--- src/sv/scale_note_quantiser_assert.svh ---
`ifndef SCALE_NOTE_QUANTISER_ASSERT_SVH
`define SCALE_NOTE_QUANTISER_ASSERT_SVH

// Same-cycle implication, sampled on clk_i and disabled during reset.
`define SNQ_ASSERT_IMP(lbl, ante, cons, msg) \
  lbl: assert property (@(posedge clk_i) disable iff (!rst_ni) (ante) |-> (cons)) \
    else $error(msg);

// Next-cycle implication, sampled on clk_i and disabled during reset.
`define SNQ_ASSERT_NXT(lbl, ante, cons, msg) \
  lbl: assert property (@(posedge clk_i) disable iff (!rst_ni) (ante) |=> (cons)) \
    else $error(msg);

`endif

--- src/sv/snq_pkg.sv ---
package snq_pkg;

  localparam int MAX_SCALE_NOTES = 8;
  localparam int LIST_DEPTH      = 256;

  localparam int NOTE_W = 8;
  localparam int IN_W   = 16;
  localparam int ROOT_W = 4;
  localparam int OCT_W  = 5;
  localparam int CNT_W  = 4;
  localparam int OFFS_W = 64;
  localparam int K_W    = (MAX_SCALE_NOTES > 1) ? $clog2(MAX_SCALE_NOTES) : 1;
  localparam int IDX_W  = $clog2(LIST_DEPTH);
  localparam int CFG_IDX_W = 3;

  localparam logic [NOTE_W-1:0] OCTAVE_SEMIS = NOTE_W'(12);
  localparam logic [OCT_W-1:0]  OCTAVE_LIMIT = OCT_W'(20);
  localparam logic [CNT_W-1:0]  COUNT_LIMIT  = CNT_W'(MAX_SCALE_NOTES);

  typedef enum logic [CFG_IDX_W-1:0] {
    REG_ROOT    = 3'd0,
    REG_FIRST   = 3'd1,
    REG_LAST    = 3'd2,
    REG_COUNT   = 3'd3,
    REG_OFFSETS = 3'd4
  } reg_idx_e;

  typedef enum logic [1:0] {
    ST_IDLE,
    ST_SCAN,
    ST_FIN
  } state_e;

  typedef struct packed {
    logic [ROOT_W-1:0] root;
    logic [OCT_W-1:0]  first;
    logic [OCT_W-1:0]  last;
    logic [CNT_W-1:0]  count;
    logic [OFFS_W-1:0] offsets;
  } cfg_t;

  typedef struct packed {
    logic [NOTE_W-1:0] note;
    logic              last;
    logic              empty;
  } gen_t;

endpackage

--- src/sv/snq_note_gen.sv ---
// Walks the allowed-note list one entry per step.
module snq_note_gen import snq_pkg::*; (
  input  logic clk_i,
  input  logic rst_ni,
  input  cfg_t cfg_i,
  input  logic start_i,
  input  logic step_i,
  output gen_t gen_o
);

  logic [OCT_W-1:0]  lo, hi;
  logic [CNT_W-1:0]  cnt;
  logic [OCT_W+4:0]  lo_x12;
  logic [NOTE_W-1:0] base_start;
  logic [NOTE_W-1:0] offs [MAX_SCALE_NOTES];
  logic              k_wrap;

  logic [OCT_W-1:0]  oct_q, oct_d;
  logic [K_W-1:0]    k_q, k_d;
  logic [IDX_W-1:0]  idx_q, idx_d;
  logic [NOTE_W-1:0] base_q, base_d;

  always_comb begin
    lo  = (cfg_i.first > OCTAVE_LIMIT) ? OCTAVE_LIMIT : cfg_i.first;
    hi  = (cfg_i.last > OCTAVE_LIMIT) ? OCTAVE_LIMIT : cfg_i.last;
    cnt = (cfg_i.count > COUNT_LIMIT) ? COUNT_LIMIT : cfg_i.count;
    // Twelve times the octave as two shifted copies.
    lo_x12 = {lo, 3'b000} + {2'b00, lo, 2'b00};
    base_start = NOTE_W'(lo_x12) + NOTE_W'(cfg_i.root);
    for (int i = 0; i < MAX_SCALE_NOTES; i++) begin
      offs[i] = cfg_i.offsets[NOTE_W*i +: NOTE_W];
    end
    k_wrap = (CNT_W'(k_q) + CNT_W'(1)) == cnt;
  end

  always_comb begin
    oct_d  = oct_q;
    k_d    = k_q;
    idx_d  = idx_q;
    base_d = base_q;
    if (start_i) begin
      oct_d  = lo;
      k_d    = '0;
      idx_d  = '0;
      base_d = base_start;
    end else if (step_i) begin
      idx_d = idx_q + IDX_W'(1);
      if (k_wrap) begin
        k_d    = '0;
        oct_d  = oct_q + OCT_W'(1);
        base_d = base_q + OCTAVE_SEMIS;
      end else begin
        k_d = k_q + K_W'(1);
      end
    end
  end

  always_ff @(posedge clk_i or negedge rst_ni) begin
    if (!rst_ni) begin
      oct_q  <= '0;
      k_q    <= '0;
      idx_q  <= '0;
      base_q <= '0;
    end else begin
      oct_q  <= oct_d;
      k_q    <= k_d;
      idx_q  <= idx_d;
      base_q <= base_d;
    end
  end

  always_comb begin
    gen_o.note  = base_q + offs[k_q];
    gen_o.last  = ((oct_q == hi) && k_wrap) || (idx_q == IDX_W'(LIST_DEPTH - 1));
    gen_o.empty = (lo > hi) || (cnt == '0);
  end

endmodule

--- src/sv/snq_pick.sv ---
// Chooses the nearer of the bracketing notes, or the upper one when first_i is set; a tie goes to the lower one.
module snq_pick import snq_pkg::*; (
  input  logic [NOTE_W-1:0] note_i,
  input  logic [NOTE_W-1:0] above_i,
  input  logic [NOTE_W-1:0] below_i,
  input  logic              first_i,
  output logic [NOTE_W-1:0] result_o
);

  logic [NOTE_W-1:0] d_above, d_below;

  always_comb begin
    d_above = above_i - note_i;
    d_below = note_i - below_i;
    if (first_i || (d_above < d_below)) begin
      result_o = above_i;
    end else begin
      result_o = below_i;
    end
  end

endmodule

--- src/sv/scale_note_quantiser.sv ---
// Channel  | Direction | Handshake              | Word
// ---------+-----------+------------------------+-------------------------------
// in       | input     | in_valid_i/in_stall_o  | incoming_note_i
// out      | output    | out_valid_o/out_stall_i| quantised_note_o, scale_empty_o
// cfg      | input     | cfg_valid_i/cfg_ready_o| cfg_index_i, cfg_wdata_i
//
// A word is accepted, then the list is examined one entry per cycle (up to
// 21 octaves times 8 offsets, 168 entries), and the result is loaded into the
// output register once it is free; an empty list skips the scan.
// Reset is asynchronous and active low; it clears the configuration and the
// control registers, and the datapath registers are loaded before they are read.
// in_stall_o is high while a word is in work, including while its result waits.
`include "scale_note_quantiser_assert.svh"

module scale_note_quantiser import snq_pkg::*; (
  input  logic                 clk_i,
  input  logic                 rst_ni,
  input  logic                 in_valid_i,
  output logic                 in_stall_o,
  input  logic [IN_W-1:0]      incoming_note_i,
  output logic                 out_valid_o,
  input  logic                 out_stall_i,
  output logic [NOTE_W-1:0]    quantised_note_o,
  output logic                 scale_empty_o,
  input  logic                 cfg_valid_i,
  output logic                 cfg_ready_o,
  input  logic [CFG_IDX_W-1:0] cfg_index_i,
  input  logic [OFFS_W-1:0]    cfg_wdata_i
);

  cfg_t              cfg_q;
  state_e            state_q, state_d;
  gen_t              gen;
  logic              gen_start, gen_step;
  logic              accept, hit;
  logic [IN_W-1:0]   note_q;
  logic [NOTE_W-1:0] prev_q;
  logic              have_prev_q;
  logic [NOTE_W-1:0] pick;
  logic [NOTE_W-1:0] res_q, res_d;
  logic              res_empty_q, res_empty_d;
  logic              load_res, load_out;
  logic              out_valid_q;
  logic [NOTE_W-1:0] out_note_q;
  logic              out_empty_q;

  // The configuration port never pushes back.
  assign cfg_ready_o = 1'b1;

  always_ff @(posedge clk_i or negedge rst_ni) begin
    if (!rst_ni) begin
      cfg_q <= '0;
    end else if (cfg_valid_i) begin
      unique case (reg_idx_e'(cfg_index_i))
        REG_ROOT:    cfg_q.root    <= cfg_wdata_i[ROOT_W-1:0];
        REG_FIRST:   cfg_q.first   <= cfg_wdata_i[OCT_W-1:0];
        REG_LAST:    cfg_q.last    <= cfg_wdata_i[OCT_W-1:0];
        REG_COUNT:   cfg_q.count   <= cfg_wdata_i[CNT_W-1:0];
        REG_OFFSETS: cfg_q.offsets <= cfg_wdata_i;
        default: ;
      endcase
    end
  end

  snq_note_gen u_gen (
    .clk_i   (clk_i),
    .rst_ni  (rst_ni),
    .cfg_i   (cfg_q),
    .start_i (gen_start),
    .step_i  (gen_step),
    .gen_o   (gen)
  );

  // On a hit the input is at most the entry, so its low byte is the whole note.
  snq_pick u_pick (
    .note_i   (note_q[NOTE_W-1:0]),
    .above_i  (gen.note),
    .below_i  (prev_q),
    .first_i  (!have_prev_q),
    .result_o (pick)
  );

  assign in_stall_o = (state_q != ST_IDLE);
  assign accept     = in_valid_i && !in_stall_o;
  assign hit        = {{(IN_W-NOTE_W){1'b0}}, gen.note} >= note_q;

  // The sequencer scans the list in order and stops at the first entry at or
  // above the input, or at the last entry when none qualifies; an empty list is not scanned.
  always_comb begin
    state_d     = state_q;
    gen_start   = 1'b0;
    gen_step    = 1'b0;
    load_res    = 1'b0;
    load_out    = 1'b0;
    res_d       = gen.note;
    res_empty_d = 1'b0;
    unique case (state_q)
      ST_IDLE: begin
        if (accept) begin
          gen_start = 1'b1;
          if (gen.empty) begin
            res_d       = '0;
            res_empty_d = 1'b1;
            load_res    = 1'b1;
            state_d     = ST_FIN;
          end else begin
            state_d = ST_SCAN;
          end
        end
      end
      ST_SCAN: begin
        if (hit) begin
          res_d    = pick;
          load_res = 1'b1;
          state_d  = ST_FIN;
        end else if (gen.last) begin
          load_res = 1'b1;
          state_d  = ST_FIN;
        end else begin
          gen_step = 1'b1;
        end
      end
      ST_FIN: begin
        if (!out_valid_q || !out_stall_i) begin
          load_out = 1'b1;
          state_d  = ST_IDLE;
        end
      end
      default: state_d = ST_IDLE;
    endcase
  end

  always_ff @(posedge clk_i or negedge rst_ni) begin
    if (!rst_ni) begin
      state_q     <= ST_IDLE;
      have_prev_q <= 1'b0;
      out_valid_q <= 1'b0;
    end else begin
      state_q <= state_d;
      if (gen_start) begin
        have_prev_q <= 1'b0;
      end else if (gen_step) begin
        have_prev_q <= 1'b1;
      end
      if (load_out) begin
        out_valid_q <= 1'b1;
      end else if (!out_stall_i) begin
        out_valid_q <= 1'b0;
      end
    end
  end

  always_ff @(posedge clk_i) begin
    if (accept) begin
      note_q <= incoming_note_i;
    end
    if (gen_step) begin
      prev_q <= gen.note;
    end
    if (load_res) begin
      res_q       <= res_d;
      res_empty_q <= res_empty_d;
    end
    if (load_out) begin
      out_note_q  <= res_q;
      out_empty_q <= res_empty_q;
    end
  end

  assign out_valid_o      = out_valid_q;
  assign quantised_note_o = out_note_q;
  assign scale_empty_o    = out_empty_q;

  `SNQ_ASSERT_NXT(a_hit_ends_scan, (state_q == ST_SCAN) && hit, state_q == ST_FIN,
                  "scan did not stop on a matching entry")
  `SNQ_ASSERT_NXT(a_empty_short, accept && gen.empty, (state_q == ST_FIN) && res_empty_q,
                  "empty scale did not go straight to the result")
  `SNQ_ASSERT_IMP(a_empty_zero, out_valid_o && scale_empty_o, quantised_note_o == '0,
                  "empty scale result carries a nonzero note")

endmodule

--- config.mk ---
export PLATFORM = sky130hd
export DESIGN_NAME = scale_note_quantiser
export DESIGN_NICKNAME = d
export VERILOG_FILES = /design/src/sv/snq_pkg.sv /design/src/sv/snq_note_gen.sv /design/src/sv/snq_pick.sv /design/src/sv/scale_note_quantiser.sv
export VERILOG_INCLUDE_DIRS = /design/src /design/src/sv
export SDC_FILE = /design/constraint.sdc
export NUM_CORES = 1
export LEC_CHECK = 0
export ABC_CLOCK_PERIOD_IN_PS = 6600
export BUFFER_PORTS_ARGS = -buffer_cell sky130_fd_sc_hd__buf_2
export CORE_MARGIN = 2
export CORE_UTILIZATION = 50
export DETAILED_ROUTE_END_ITERATION = 10
export PLACE_DENSITY_LB_ADDON = 0.3
export RECOVER_POWER = 25
export SYNTH_ARGS = -nofsm -noshare
export SYNTH_HDL_FRONTEND = slang
export SYNTH_SLANG_ARGS = --single-unit
--- constraint.sdc ---
create_clock -name clk_i -period 6.6 [get_ports clk_i]
set_input_delay 0.66 -clock clk_i [delete_from_list [all_inputs] [get_ports clk_i]]
set_output_delay 0.66 -clock clk_i [all_outputs]
set_load 0.05 [all_outputs]
==> flow_summary.rst, run 1 <==
.. list-table::
   :header-rows: 1

   * - Metric
     - Value
   * - Library cell with the highest instance count after synthesis
     - dfrtp_1
   * - Clk_lat worst skew
     - about 0.43 ns
   * - Cts bufs inserted
     - 17
   * - Number of synthesized flops with an enable pin
     - 42
   * - Port buffer count
     - 98
   * - Starting Density
     - 0.5085
   * - Via count
     - roughly 5500
   * - Area growth syn-to-layout
     - 15.73%
   * - Final weighted congestion in routability-driven placement
     - a little over 0.9
   * - Pins Over Slew Limit
     - 43
   * - Final number of setup-violating endpoints
     - 0
   * - Maximum count of clock buffers along a single path
     - 2
   * - Flip-flop cell with the highest count after synthesis
     - dfrtp_1
   * - Number of antenna-violating nets in the routed design
     - 0
   * - Comb pwr share
     - 0.519
   * - Share of synthesized registers carrying an async set or reset
     - 0.7237
   * - Ordered list of cells on the worst path
     - mux4_2 > mux2_2 > ha_1 > fa_1 > a21o_1 > a21oi_1 > xnor2_1 > ha_1 > o21a_1 > o31a_1 > or2_2 > a21oi_1 > xnor2_1 > ha_1 > a2111oi_0 > a211oi_2 > nand2_1 > o21ai_0
   * - Top-area cell type share of the netlist area
     - 0.3420
   * - Sink Count
     - approximately 150
   * - Part of the power in registers
     - 0.297
   * - Post-Synthesis Mean Instance Area
     - about 12 µm²
   * - Cell Rows
     - 46
   * - Clock group share of total power
     - 0.184
   * - Arrival time at the worst endpoint
     - around 6.3 ns
   * - Switch share
     - 0.4089
   * - Initial DRC count
     - around 300
   * - Setup TNS Final
     - 0 ns
   * - Cell with the largest stage delay on the worst path
     - a2111oi_0
   * - Maximum level of the CTS H-tree
     - 4
   * - Leakage power summed over all cells
     - about 4 nW
   * - Worst EP required
     - ~6.7 ns
   * - Sequential element share of the synthesized area
     - 0.4987
   * - Die X-Extent
     - 130.9 µm
   * - Cell mode on critical path
     - ha_1
   * - Upper clock frequency limit
     - roughly 0.16 GHz
   * - Cell at the root of the clock tree
     - clkbuf_16
   * - Max-cap check violation count
     - 1
   * - Final cycle utilization of the critical path
     - 0.9403
   * - Maximum number of pins on one net before global-route repair
     - 70
   * - Unrepaired setup endpoints after global routing
     - no
   * - Overall fraction of global-route tracks in use
     - 0.2202
   * - Kind of critical path
     - reg -> reg
   * - Headroom to the max-slew limit
     - -0.5092
   * - Largest stage delay on the critical path
     - ~0.86 ns
   * - Min-Delay Path Class
     - in -> reg
   * - Via count of the first global-routing pass
     - ~5700
   * - Core Region
     - 0.01583 mm²
   * - Number of gates resized after cts
     - 0
   * - Average wire per cell in the routed design
     - about 18 µm
   * - Count of state elements after synthesis
     - between 150 and 200
   * - Cell area after synthesis
     - around 0.008 mm²
   * - Top area cells in the synthesized netlist
     - dfrtp_1 34%, edfxtp_1 16%, mux2_2 12%, ha_1 7.2%, mux4_2 4.5%
   * - Kind of start point of the critical path
     - flop
   * - Final-layout fill cell count
     - ~1300
   * - Cell Int Power
     - between 3 and 4 mW
   * - Share of cells above drive strength 1
     - 0.3281
   * - Io pins
     - 100
   * - Die height
     - around 130 µm
   * - Avg Vias per Cell
     - between 5 and 6
   * - Category of cells accounting for the largest share of critical-path delay
     - compound AO/OA/AOI/OAI gates
   * - Wire length after detailed routing
     - 17470 µm
   * - Commonest cells in the netlist
     - 110 x dfrtp_1, 88 x mux2_2, 46 x ha_1
   * - TritonCTS clock tree
     - done
   * - Minimum period implied by the final worst setup slack
     - just over 6 ns
   * - Number of setup buffers added after CTS
     - 0
   * - Reg clk slew, reported paths
     - 0.06 ns
   * - Crit-path max FO
     - 16
   * - Number of antenna violations at the first check in global routing
     - 1
   * - Violations in the final reports
     - max-capacitance violations, max-slew violations
   * - Post-synthesis net count
     - roughly 800
   * - Max VDD drop
     - between 0.3 and 0.4 mV
   * - Setup crit end kind
     - flop
   * - Tightest hold margin
     - between 0.4 and 0.5 ns
   * - Sw power
     - approximately 2.1 mW
   * - Run status
     - finished, violations left
   * - Synth warn
     - 0
   * - Remaining design rule violation count
     - 0
   * - Number of hold violations in the final report
     - 0
   * - Remaining global-route overflow
     - 0
   * - First-pass GRT wire length
     - between 20000 and 30000 µm
   * - Post-DP HPWL
     - 13070 µm
   * - Fin Clk Skew
     - ~0.0084 ns
   * - Cell taking the most area after synthesis
     - dfrtp_1
   * - Number of library cell types mapped by synthesis
     - 61
   * - Gate Count Post-Synth
     - around 650
   * - Final-stage net count
     - 892
   * - Power density over the cells
     - 553.7 mW/mm²
   * - First-pass detailed-route iteration total
     - 5
   * - WP buf/inv
     - 0
   * - Die ar.
     - between 0.015 and 0.02 mm²
   * - Least-Margin Pin Slew
     - 2.264 ns
   * - Hold Buf Count CTS
     - 0
[through the flow]
stage               utilization  setup slack, ns  total power, mW  area (µm²)  instances
floorplan                     -            1.166            3.497        8049        654
global placement         0.5521           0.8897            3.979        8738        950
detailed placement       0.5521           0.7428            4.120        8738        950
CTS                      0.5886           0.6105            5.154        9316        981
global route             0.5884           0.1221            5.530        9313        981
finish                   0.5885           0.3938            5.157        9315        982
[cell usage in the layout, fill, tap and decap left out, drive strengths merged, types with 7 or more instances in the layout]
cell / n
xor2: 8
nor3: 7
mux4: 16
nand2: 44
a21o: 10
nand2b: 12
mux2: 88
o21ai: 33
ha: 46
nand3: 16
edfxtp: 42
inv: 48
nor2: 24
nor2b: 7
buf: 101
o211ai: 9
o31ai: 7
xnor2: 20
clkbuf: 20
dfrtp: 110
a21oi: 25
[registers in the layout, indices dropped and copies added (netlist names), 2 cells and up]
register,flops
res_q,8
u_gen.k_q,3
u_gen.idx_q,8
quantised_note_o,8
u_gen.base_q,8
note_q,16
cfg_q,82
u_gen.oct_q,5
state_q,2
prev_q,8
[power groups by stage]
stage	registers [mW]	clock network, mW	logic (mW)
2_1_floorplan	1.47	0	2.03
3_3_place_gp	1.54	0	2.44
3_5_place_dp	1.55	0	2.57
4_1_cts	1.53	0.960	2.66
5_1_grt	1.56	1.01	2.96
6_report	1.53	0.950	2.68
[path summary, 6_finish.rpt]
check	slack (ns)	cells after the start	to	startpoint
max	0.39	18	res_q[4]	u_gen.k_q[0]
min	0.41	1	note_q[6]	incoming_note_i[6]
max reg2reg	0.39	18	res_q[4]	u_gen.k_q[0]
min reg2reg	0.42	0	quantised_note_o[0]	res_q[0]
max in group asynchronous	3.86	2	cfg_q[60]	rst_ni
min in group asynchronous	0.90	1	u_gen.idx_q[4]	rst_ni
[worst register-to-register path, cell delays in order, from the launching register on]
cell and delay (ns):
dfrtp_1 0.84, mux4_2 0.59, mux2_2 0.28, ha_1 0.21, fa_1 0.41, a21o_1 0.18, a21oi_1 0.25, xnor2_1 0.21
ha_1 0.33, o21a_1 0.13, o31a_1 0.15, or2_2 0.30, a21oi_1 0.18, xnor2_1 0.09, ha_1 0.22, a2111oi_0 0.86
a211oi_2 0.40, nand2_1 0.16, o21ai_0 0.11
[final cells by class]
class                           count  area, µm²  share of cell area
Sequential cell                   152       4014              0.4309
Multi-Input combinational cell    436       3766              0.4043
Timing Repair Buffer              102      519.2             0.05574
Clock buffer                       19      464.2             0.04983
Tap cell                          216      270.3             0.02901
Inverter                           44      165.2             0.01773
Clock inverter                     12      113.9             0.01222
Antenna cell                        1      2.502           0.0002686
[logic make-up (layout without fill, tap and decap cells)]
group / count (synthesis) / after routing / synth area share
AOI/OAI and AO/OA: 114 / 114 / 0.09373
other: 1 / 2 / 0.0004659
DFF: 152 / 152 / 0.4987
and+or+nand+nor: 134 / 134 / 0.08581
xor gates and xnor gates: 28 / 28 / 0.03047
adders and majority gates: 51 / 51 / 0.08394
muxes: 108 / 108 / 0.1729
buffers and inverters: 66 / 177 / 0.03404
[layer usage]
layer | global-route usage | share of wire | vias up | wire length [µm]
li1 | - | - | 2598 | -
met1 | 0.2750 | 0.42 | 2667 | 7259
met2 | 0.3606 | 0.49 | 173 | 8636
met3 | 0.05904 | 0.058 | 37 | 1006
met4 | 0.1014 | 0.032 | 0 | 565
met5 | 0 | 0 | - | 0
Power figures use the tool's default switching activity.
==> inputs of run 2 (changes only) <==
--- a/config.mk
+++ b/config.mk
@@ -12,7 +12,6 @@
 export CORE_UTILIZATION = 50
 export DETAILED_ROUTE_END_ITERATION = 10
 export PLACE_DENSITY_LB_ADDON = 0.3
-export RECOVER_POWER = 25
 export SYNTH_ARGS = -nofsm -noshare
 export SYNTH_HDL_FRONTEND = slang
 export SYNTH_SLANG_ARGS = --single-unit
==> run 2 against run 1 <==
The run now ends clean. Global-route usage is the same. Worst setup slack lost 0.0019 ns. Combinational power is essentially flat. Sequential power barely moved. Largest cell class unchanged.
==> flow_summary.rst, run 2 (synthesis gave the netlist of run 1 again) <==
.. list-table::
   :header-rows: 1

   * - Metric
     - Value
   * - Run status
     - complete, no violations
   * - Average wire per cell in the routed design
     - 17.79 µm (about the same)
   * - Registers with the most flip-flops
     - cfg_q (82), note_q (16)
   * - Worst reg2reg startpoint
     - u_gen.k_q[0]
   * - TritonCTS clock tree
     - done
   * - Fin Clk Skew
     - 0.007982 ns (-0.0004437 ns)
   * - Via count of the first global-routing pass
     - 5733 (unchanged)
   * - Largest stage delay on the critical path
     - 0.87 ns (about the same)
   * - Maximum count of clock buffers along a single path
     - 2 (unchanged)
   * - Number of gates resized after cts
     - 0 (unchanged)
   * - Cell mode on critical path
     - ha_1
   * - Clk_lat worst skew
     - 0.43 ns (about the same)
   * - Die height
     - 130.9 µm (unchanged)
   * - Number of antenna-violating nets in the routed design
     - 0 (unchanged)
   * - Worst setup path end
     - res_q[4]
   * - Met2 wire len
     - 8601 µm (-0.41%)
   * - Die X-Extent
     - 130.9 µm (unchanged)
   * - Maximum level of the CTS H-tree
     - 4 (unchanged)
   * - Total stage count of the critical path
     - 18 (unchanged)
   * - Headroom to the max-slew limit
     - 0.2137 (+0.7229)
   * - Setup TNS Final
     - 0 ns (unchanged)
   * - Top Metal Used
     - met4
   * - Max-cap check violation count
     - 0 (-1)
   * - Cell Rows
     - 46 (unchanged)
   * - Avg Vias per Cell
     - 5.604 (+0.51%)
   * - Total Power
     - 5.156 mW (about the same)
   * - Kind of critical path
     - reg -> reg
   * - Register bank with the most flops
     - cfg_q
   * - Leakage power summed over all cells
     - 4.063 nW (about the same)
   * - Sink Count
     - 152 (unchanged)
   * - Final cycle utilization of the critical path
     - 0.9406 (about the same)
   * - Cell at the root of the clock tree
     - clkbuf_16
   * - Number of antenna violations at the first check in global routing
     - 1 (unchanged)
   * - Maximum number of pins on one net before global-route repair
     - 70 (unchanged)
   * - Max VDD drop
     - 0.3775 mV (about the same)
   * - Io pins
     - 100 (unchanged)
   * - Worst EP required
     - 6.72 ns (about the same)
   * - Setup crit end kind
     - flop
   * - Core Region
     - 0.01583 mm² (unchanged)
   * - Final weighted congestion in routability-driven placement
     - 0.9138 (unchanged)
   * - Final-stage net count
     - 892 (unchanged)
   * - First-pass GRT wire length
     - 28590 µm (unchanged)
   * - Endpoint of the most critical register-to-register path
     - res_q[4]
   * - Max FFs per register
     - 82 (unchanged)
   * - Unrepaired setup endpoints after global routing
     - no
   * - Reg clk slew, reported paths
     - 0.06 ns (about the same)
   * - Ordered list of cells on the worst path
     - mux4_2 > mux2_2 > ha_1 > fa_1 > a21o_1 > a21oi_1 > xnor2_1 > ha_1 > o21a_1 > o31a_1 > or2_2 > a21oi_1 > xnor2_1 > ha_1 > a2111oi_0 > a211oi_2 > nand2_1 > o21ai_0
   * - Post-DP HPWL
     - 13070 µm (unchanged)
   * - Routed length on met1
     - 7260 µm (about the same)
   * - Met3 WL
     - 1001 µm (-0.50%)
   * - Min-Delay Path Class
     - in -> async
   * - Final number of setup-violating endpoints
     - 0 (unchanged)
   * - Arrival time at the worst endpoint
     - 6.33 ns (about the same)
   * - Most common cell after layout, fill and taps aside
     - dfrtp_1
   * - Starting Density
     - 0.5085 (unchanged)
   * - Remaining design rule violation count
     - 0 (unchanged)
   * - Number of hold violations in the final report
     - 0 (unchanged)
   * - Category of cells accounting for the largest share of critical-path delay
     - compound AO/OA/AOI/OAI gates
   * - First-pass detailed-route iteration total
     - 5 (unchanged)
   * - Area growth syn-to-layout
     - 15.78% (about the same)
   * - Upper clock frequency limit
     - 0.1611 GHz (about the same)
   * - Cell area after layout
     - 0.009319 mm² (about the same)
   * - Cell with the largest stage delay on the worst path
     - a2111oi_0
   * - Least-Margin Pin Slew
     - 1.178 ns (-1.086 ns)
   * - Cts bufs inserted
     - 17 (unchanged)
   * - Minimum period implied by the final worst setup slack
     - 6.208 ns (+0.001888 ns)
   * - Die ar.
     - 0.01713 mm² (unchanged)
   * - Worst R2R Path Depth
     - 18 (unchanged)
   * - Critical path origin
     - u_gen.k_q[0]
   * - Remaining global-route overflow
     - 0 (unchanged)
   * - WP buf/inv
     - 0 (unchanged)
   * - Initial DRC count
     - 297 (unchanged)
   * - Crit-path max FO
     - 16 (unchanged)
   * - Wire length after detailed routing
     - 17470 µm (about the same)
   * - Via count
     - 5503 (+0.51%)
   * - Most frequent cells in the layout
     - 110 x dfrtp_1, 97 x buf_2, 88 x mux2_2
   * - Setup slack on the worst flop-to-flop path
     - 0.39 ns (about the same)
   * - Share of cells above drive strength 1
     - 0.3294 (+0.001307)
   * - Kind of start point of the critical path
     - flop
   * - Port buffer count
     - 98 (unchanged)
   * - Power density over the cells
     - 553.2 mW/mm² (about the same)
   * - Post-place instance area
     - 0.008738 mm² (unchanged)
   * - Overall fraction of global-route tracks in use
     - 0.2202 (unchanged)
   * - Pins Over Slew Limit
     - 0 (-100%)
   * - Number of setup buffers added after CTS
     - 0 (unchanged)
   * - Hold Buf Count CTS
     - 0 (unchanged)
==> run 2: cell types whose count changed in the layout (fill, tap and decap cells not counted) <==
cell | before | now
buf_4 | 4 | 5
clkbuf_1 | 1 | 0
==> run 2: cell type report <==
type / instances / area [µm²]
multi-input cells: 436 / 3766
repair buffers: 102 / 523.0
clock buffers: 19 / 464.2
flip-flops and latches: 152 / 4014
inverters: 44 / 165.2
diodes: 1 / 2.502
well taps: 216 / 270.3
fillers: 1269 / 6509
clock inverters: 12 / 113.9
==> run 2: power breakdown <==
part           switching, mW  leakage [nW]  internal (mW)
clock network          0.396         0.282          0.553
registers              0.225          1.73           1.31
logic                   1.49          2.05           1.19
==> run 2: worst min-delay path by stage <==
stage | to | slack [ns] | cells after the start
CTS | u_gen.idx_q[4] | 0.23 | 1
detailed placement | quantised_note_o[1] | 0.41 | 0
global placement | quantised_note_o[0] | 0.41 | 0
finish | u_gen.idx_q[2] | 0.21 | 1
global route | u_gen.idx_q[4] | 0.26 | 1
floorplan | cfg_q[0] | 0.36 | 0
==> run 2: per-stage QoR <==
| stage | setup WS, ns | hold slack, ns | utilization | instances |
|---|---|---|---|---|
| 2_1_floorplan | 1.166 | 0.3644 | - | 654 |
| 3_3_place_gp | 0.8897 | 0.4089 | 0.5521 | 950 |
| 3_5_place_dp | 0.7428 | 0.4099 | 0.5521 | 950 |
| 4_1_cts | 0.6105 | 0.2334 | 0.5886 | 981 |
| 5_1_grt | 0.1221 | 0.2582 | 0.5886 | 981 |
| 6_report | 0.3919 | 0.2137 | 0.5888 | 982 |
==> run 2: per-layer routing <==
metal,track usage,vias to the layer above
li1,-,2599
met1,0.2750,2692
met2,0.3606,174
met3,0.05904,38
met4,0.1014,0
met5,0,-
==> inputs of run 3 (changes only) <==
--- a/config.mk
+++ b/config.mk
@@ -6,7 +6,7 @@
 export SDC_FILE = /design/constraint.sdc
 export NUM_CORES = 1
 export LEC_CHECK = 0
-export ABC_CLOCK_PERIOD_IN_PS = 6600
+export ABC_CLOCK_PERIOD_IN_PS = 7000
 export BUFFER_PORTS_ARGS = -buffer_cell sky130_fd_sc_hd__buf_2
 export CORE_MARGIN = 2
 export CORE_UTILIZATION = 50
==> constraint.sdc (replaced) <==
create_clock -name clk_i -period 7 [get_ports clk_i]
set_input_delay 0.7 -clock clk_i [delete_from_list [all_inputs] [get_ports clk_i]]
set_output_delay 0.7 -clock clk_i [all_outputs]
set_load 0.05 [all_outputs]
==> run 3 against run 2 <==
Register-to-register slack improved by 0.71 ns. Global-route usage is 0.23 points lower. Critical path depth rose by 1. Worst setup slack better by 0.71 ns. Utilization increased by 0.23 points. Sequential share of layout area decreased by 0.17 points. Clock skew up 0.0017 ns. Cell area increased by 0.39%. First-iteration DRC count shrank 4.4%. Wire length hardly changed. Critical endpoint is now res_q[7].
==> flow_summary.rst, run 3 (synthesis gave the netlist of run 1 again) <==
.. list-table::
   :header-rows: 1

   * - Metric
     - Value
   * - Arrival time at the worst endpoint
     - 6.08 ns (-0.25 ns)
   * - Via count of the first global-routing pass
     - 5657 (-1.3%)
   * - Final-stage net count
     - 891 (-0.11%)
   * - Routed length on met1
     - 7375 µm (+1.6%)
   * - Overall fraction of global-route tracks in use
     - 0.2180 (-0.002258)
   * - Hold Buf Count CTS
     - 0 (unchanged)
   * - Minimum period implied by the final worst setup slack
     - 5.901 ns (-0.3068 ns)
   * - Max FFs per register
     - 82 (unchanged)
   * - Maximum number of pins on one net before global-route repair
     - 65 (-7.1%)
   * - Setup WS pre-CTS
     - 1.148 ns (+0.4051 ns)
   * - Least-Margin Pin Slew
     - 1.176 ns (-0.002321 ns)
   * - Pins Over Slew Limit
     - 0 (unchanged)
   * - Initial DRC count
     - 284 (-4.4%)
   * - Setup TNS Final
     - 0 ns (unchanged)
   * - Cell Rows
     - 46 (unchanged)
   * - Max VDD drop
     - 0.3042 mV (-19%)
   * - Setup crit end kind
     - flop
   * - Die ar.
     - 0.01713 mm² (unchanged)
   * - First-pass detailed-route iteration total
     - 4 (-1)
   * - Comb pwr share
     - 0.504 (-0.015)
   * - Register cell area after layout
     - 0.004014 mm² (unchanged)
   * - Area growth syn-to-layout
     - 16.23%
   * - Kind of critical path
     - reg -> reg
   * - Average wire per cell in the routed design
     - 17.82 µm (+0.19%)
   * - Worst R2R Path Depth
     - 19 (+1)
   * - Switch share
     - 0.3989 (-0.009652)
   * - Upper clock frequency limit
     - 0.1695 GHz (+5.2%)
   * - Cell Int Power
     - 2.913 mW (-4.5%)
   * - Worst EP required
     - 7.18 ns (+0.46 ns)
   * - Final weighted congestion in routability-driven placement
     - 0.9078 (-0.66%)
   * - Part of the power in registers
     - 0.299 (+0.002)
   * - Remaining design rule violation count
     - 0 (unchanged)
   * - Final number of setup-violating endpoints
     - 0 (unchanged)
   * - Met2 wire len
     - 8718 µm (+1.4%)
   * - Max-cap check violation count
     - 0 (unchanged)
   * - First-pass GRT wire length
     - 28350 µm (-0.84%)
   * - TritonCTS clock tree
     - done
   * - Die X-Extent
     - 130.9 µm (unchanged)
   * - Leakage power summed over all cells
     - 4.085 nW (+0.54%)
   * - Avg Vias per Cell
     - 5.638 (+0.61%)
   * - Sw power
     - 1.933 mW (-8.2%)
   * - Io pins
     - 100 (unchanged)
   * - Cell at the root of the clock tree
     - clkbuf_16
   * - Crit-path max FO
     - 16 (unchanged)
   * - Most frequent cells in the layout
     - 110 x dfrtp_1, 97 x buf_2, 88 x mux2_2
   * - Total area of multi-input combinational cells
     - 0.003766 mm² (unchanged)
   * - Number of antenna-violating nets in the routed design
     - 0 (unchanged)
   * - Number of antenna violations at the first check in global routing
     - 2 (+1)
   * - Reg clk slew, reported paths
     - 0.06 ns (about the same)
   * - Unrepaired setup endpoints after global routing
     - no
   * - Top Metal Used
     - met5
   * - Met3 WL
     - 999 µm (-0.20%)
   * - Final-layout fill cell count
     - 1288 (+1.5%)
   * - Wire length after detailed routing
     - 17480 µm (about the same)
   * - N_diodes
     - 0 (-1)
   * - Port buffer count
     - 98 (unchanged)
   * - Number of gates resized after cts
     - 0 (unchanged)
   * - Core Region
     - 0.01583 mm² (unchanged)
   * - Endpoint of the most critical register-to-register path
     - res_q[7]
   * - Min-Delay Path Class
     - in -> async
   * - Run status
     - complete, no violations
   * - Die height
     - 130.9 µm (unchanged)
   * - Number of setup buffers added after CTS
     - 0 (unchanged)
   * - Maximum level of the CTS H-tree
     - 4 (unchanged)
   * - Post-DP HPWL
     - 13040 µm (-0.21%)
   * - Share of cells above drive strength 1
     - 0.3281 (-0.001307)
   * - Register bank with the most flops
     - cfg_q
   * - Remaining global-route overflow
     - 0 (unchanged)
   * - Setup slack on the worst flop-to-flop path
     - 1.10 ns (+0.71 ns)
   * - Registers with the most flip-flops
     - cfg_q (82), note_q (16)
   * - Most common cell after layout, fill and taps aside
     - dfrtp_1
   * - Worst reg2reg startpoint
     - u_gen.k_q[0]
   * - Headroom to the max-slew limit
     - 0.2152 (+0.001549)
   * - Clk_lat worst skew
     - 0.43 ns (about the same)
   * - Kind of start point of the critical path
     - flop
   * - Post-route setup slack
     - 1.099 ns (+0.7068 ns)
   * - Number of hold violations in the final report
     - 0 (unchanged)
   * - Clock group share of total power
     - 0.197 (+0.013)
   * - Maximum count of clock buffers along a single path
     - 2 (unchanged)
   * - Sink Count
     - 152 (unchanged)
   * - Post-place instance area
     - 0.008731 mm² (about the same)
   * - Cell area after layout
     - 0.009355 mm² (+0.39%)
   * - Power density over the cells
     - 518.0 mW/mm² (-6.4%)
   * - Starting Density
     - 0.5085 (unchanged)
   * - Cts bufs inserted
     - 17 (unchanged)
   * - Via count
     - 5531 (+0.51%)
   * - Final cycle utilization of the critical path
     - 0.8430 (-0.09758)
   * - Fin Clk Skew
     - 0.009728 ns (+0.001746 ns)
run 3: final cells by class:
cell class              instances  share of cell area
well taps                     216             0.02889
multi-input cells             436              0.4026
clock inverters                11             0.01404
inverters                      44             0.01765
clock buffers                  21             0.05269
repair buffers                101             0.05510
flip-flops and latches        152              0.4290
run 3: metal layers:
| metal | track usage | vias up |
|---|---|---|
| li1 | - | 2588 |
| met5 | 0 | - |
| met2 | 0.3655 | 170 |
| met1 | 0.2742 | 2740 |
| met4 | 0.07760 | 4 |
| met3 | 0.05863 | 29 |
run 3: worst max-delay path, cell delays in order, from the launching register on:
cell	delay [ns]
dfrtp_1	0.69
buf_4	0.35
mux4_2	0.52
mux2_2	0.30
fa_1	0.44
a21o_1	0.19
a21oi_1	0.22
xnor2_1	0.22
ha_1	0.33
o21a_1	0.12
o31a_1	0.14
or2_2	0.30
a21oi_1	0.18
xnor2_1	0.09
ha_1	0.28
o21a_1	0.11
o211ai_1	0.09
a211oi_2	0.77
nor3b_1	0.11
a21o_1	0.20
run 3: how the worst max path moves through the flow:
stage            startpoint  endpoint  slack, ns  depth (start not counted)
2_1_floorplan  u_gen.k_q[0]  res_q[2]       1.57                         21
3_3_place_gp   u_gen.k_q[0]  res_q[7]       1.29                         19
3_5_place_dp   u_gen.k_q[0]  res_q[7]       1.15                         19
4_1_cts        u_gen.k_q[0]  res_q[7]       1.09                         19
5_1_grt        u_gen.k_q[0]  res_q[7]       0.69                         19
6_report       u_gen.k_q[0]  res_q[7]       1.10                         19
run 3: power by group through the flow:
stage	logic, mW	registers, mW	clock network (mW)
floorplan	1.91	1.39	0
global placement	2.30	1.45	0
detailed placement	2.42	1.46	0
CTS	2.44	1.45	0.970
global route	2.73	1.48	1.01
finish	2.44	1.45	0.952
run 3: per-stage QoR:
stage / util / hold slack, ns / total power [mW] / cells
2_1_floorplan: - / 0.4003 / 3.297 / 654
3_3_place_gp: 0.5516 / 0.4110 / 3.751 / 949
3_5_place_dp: 0.5516 / 0.4120 / 3.884 / 949
4_1_cts: 0.5911 / 0.3387 / 4.861 / 981
5_1_grt: 0.5911 / 0.3780 / 5.226 / 981
6_report: 0.5911 / 0.3249 / 4.846 / 981
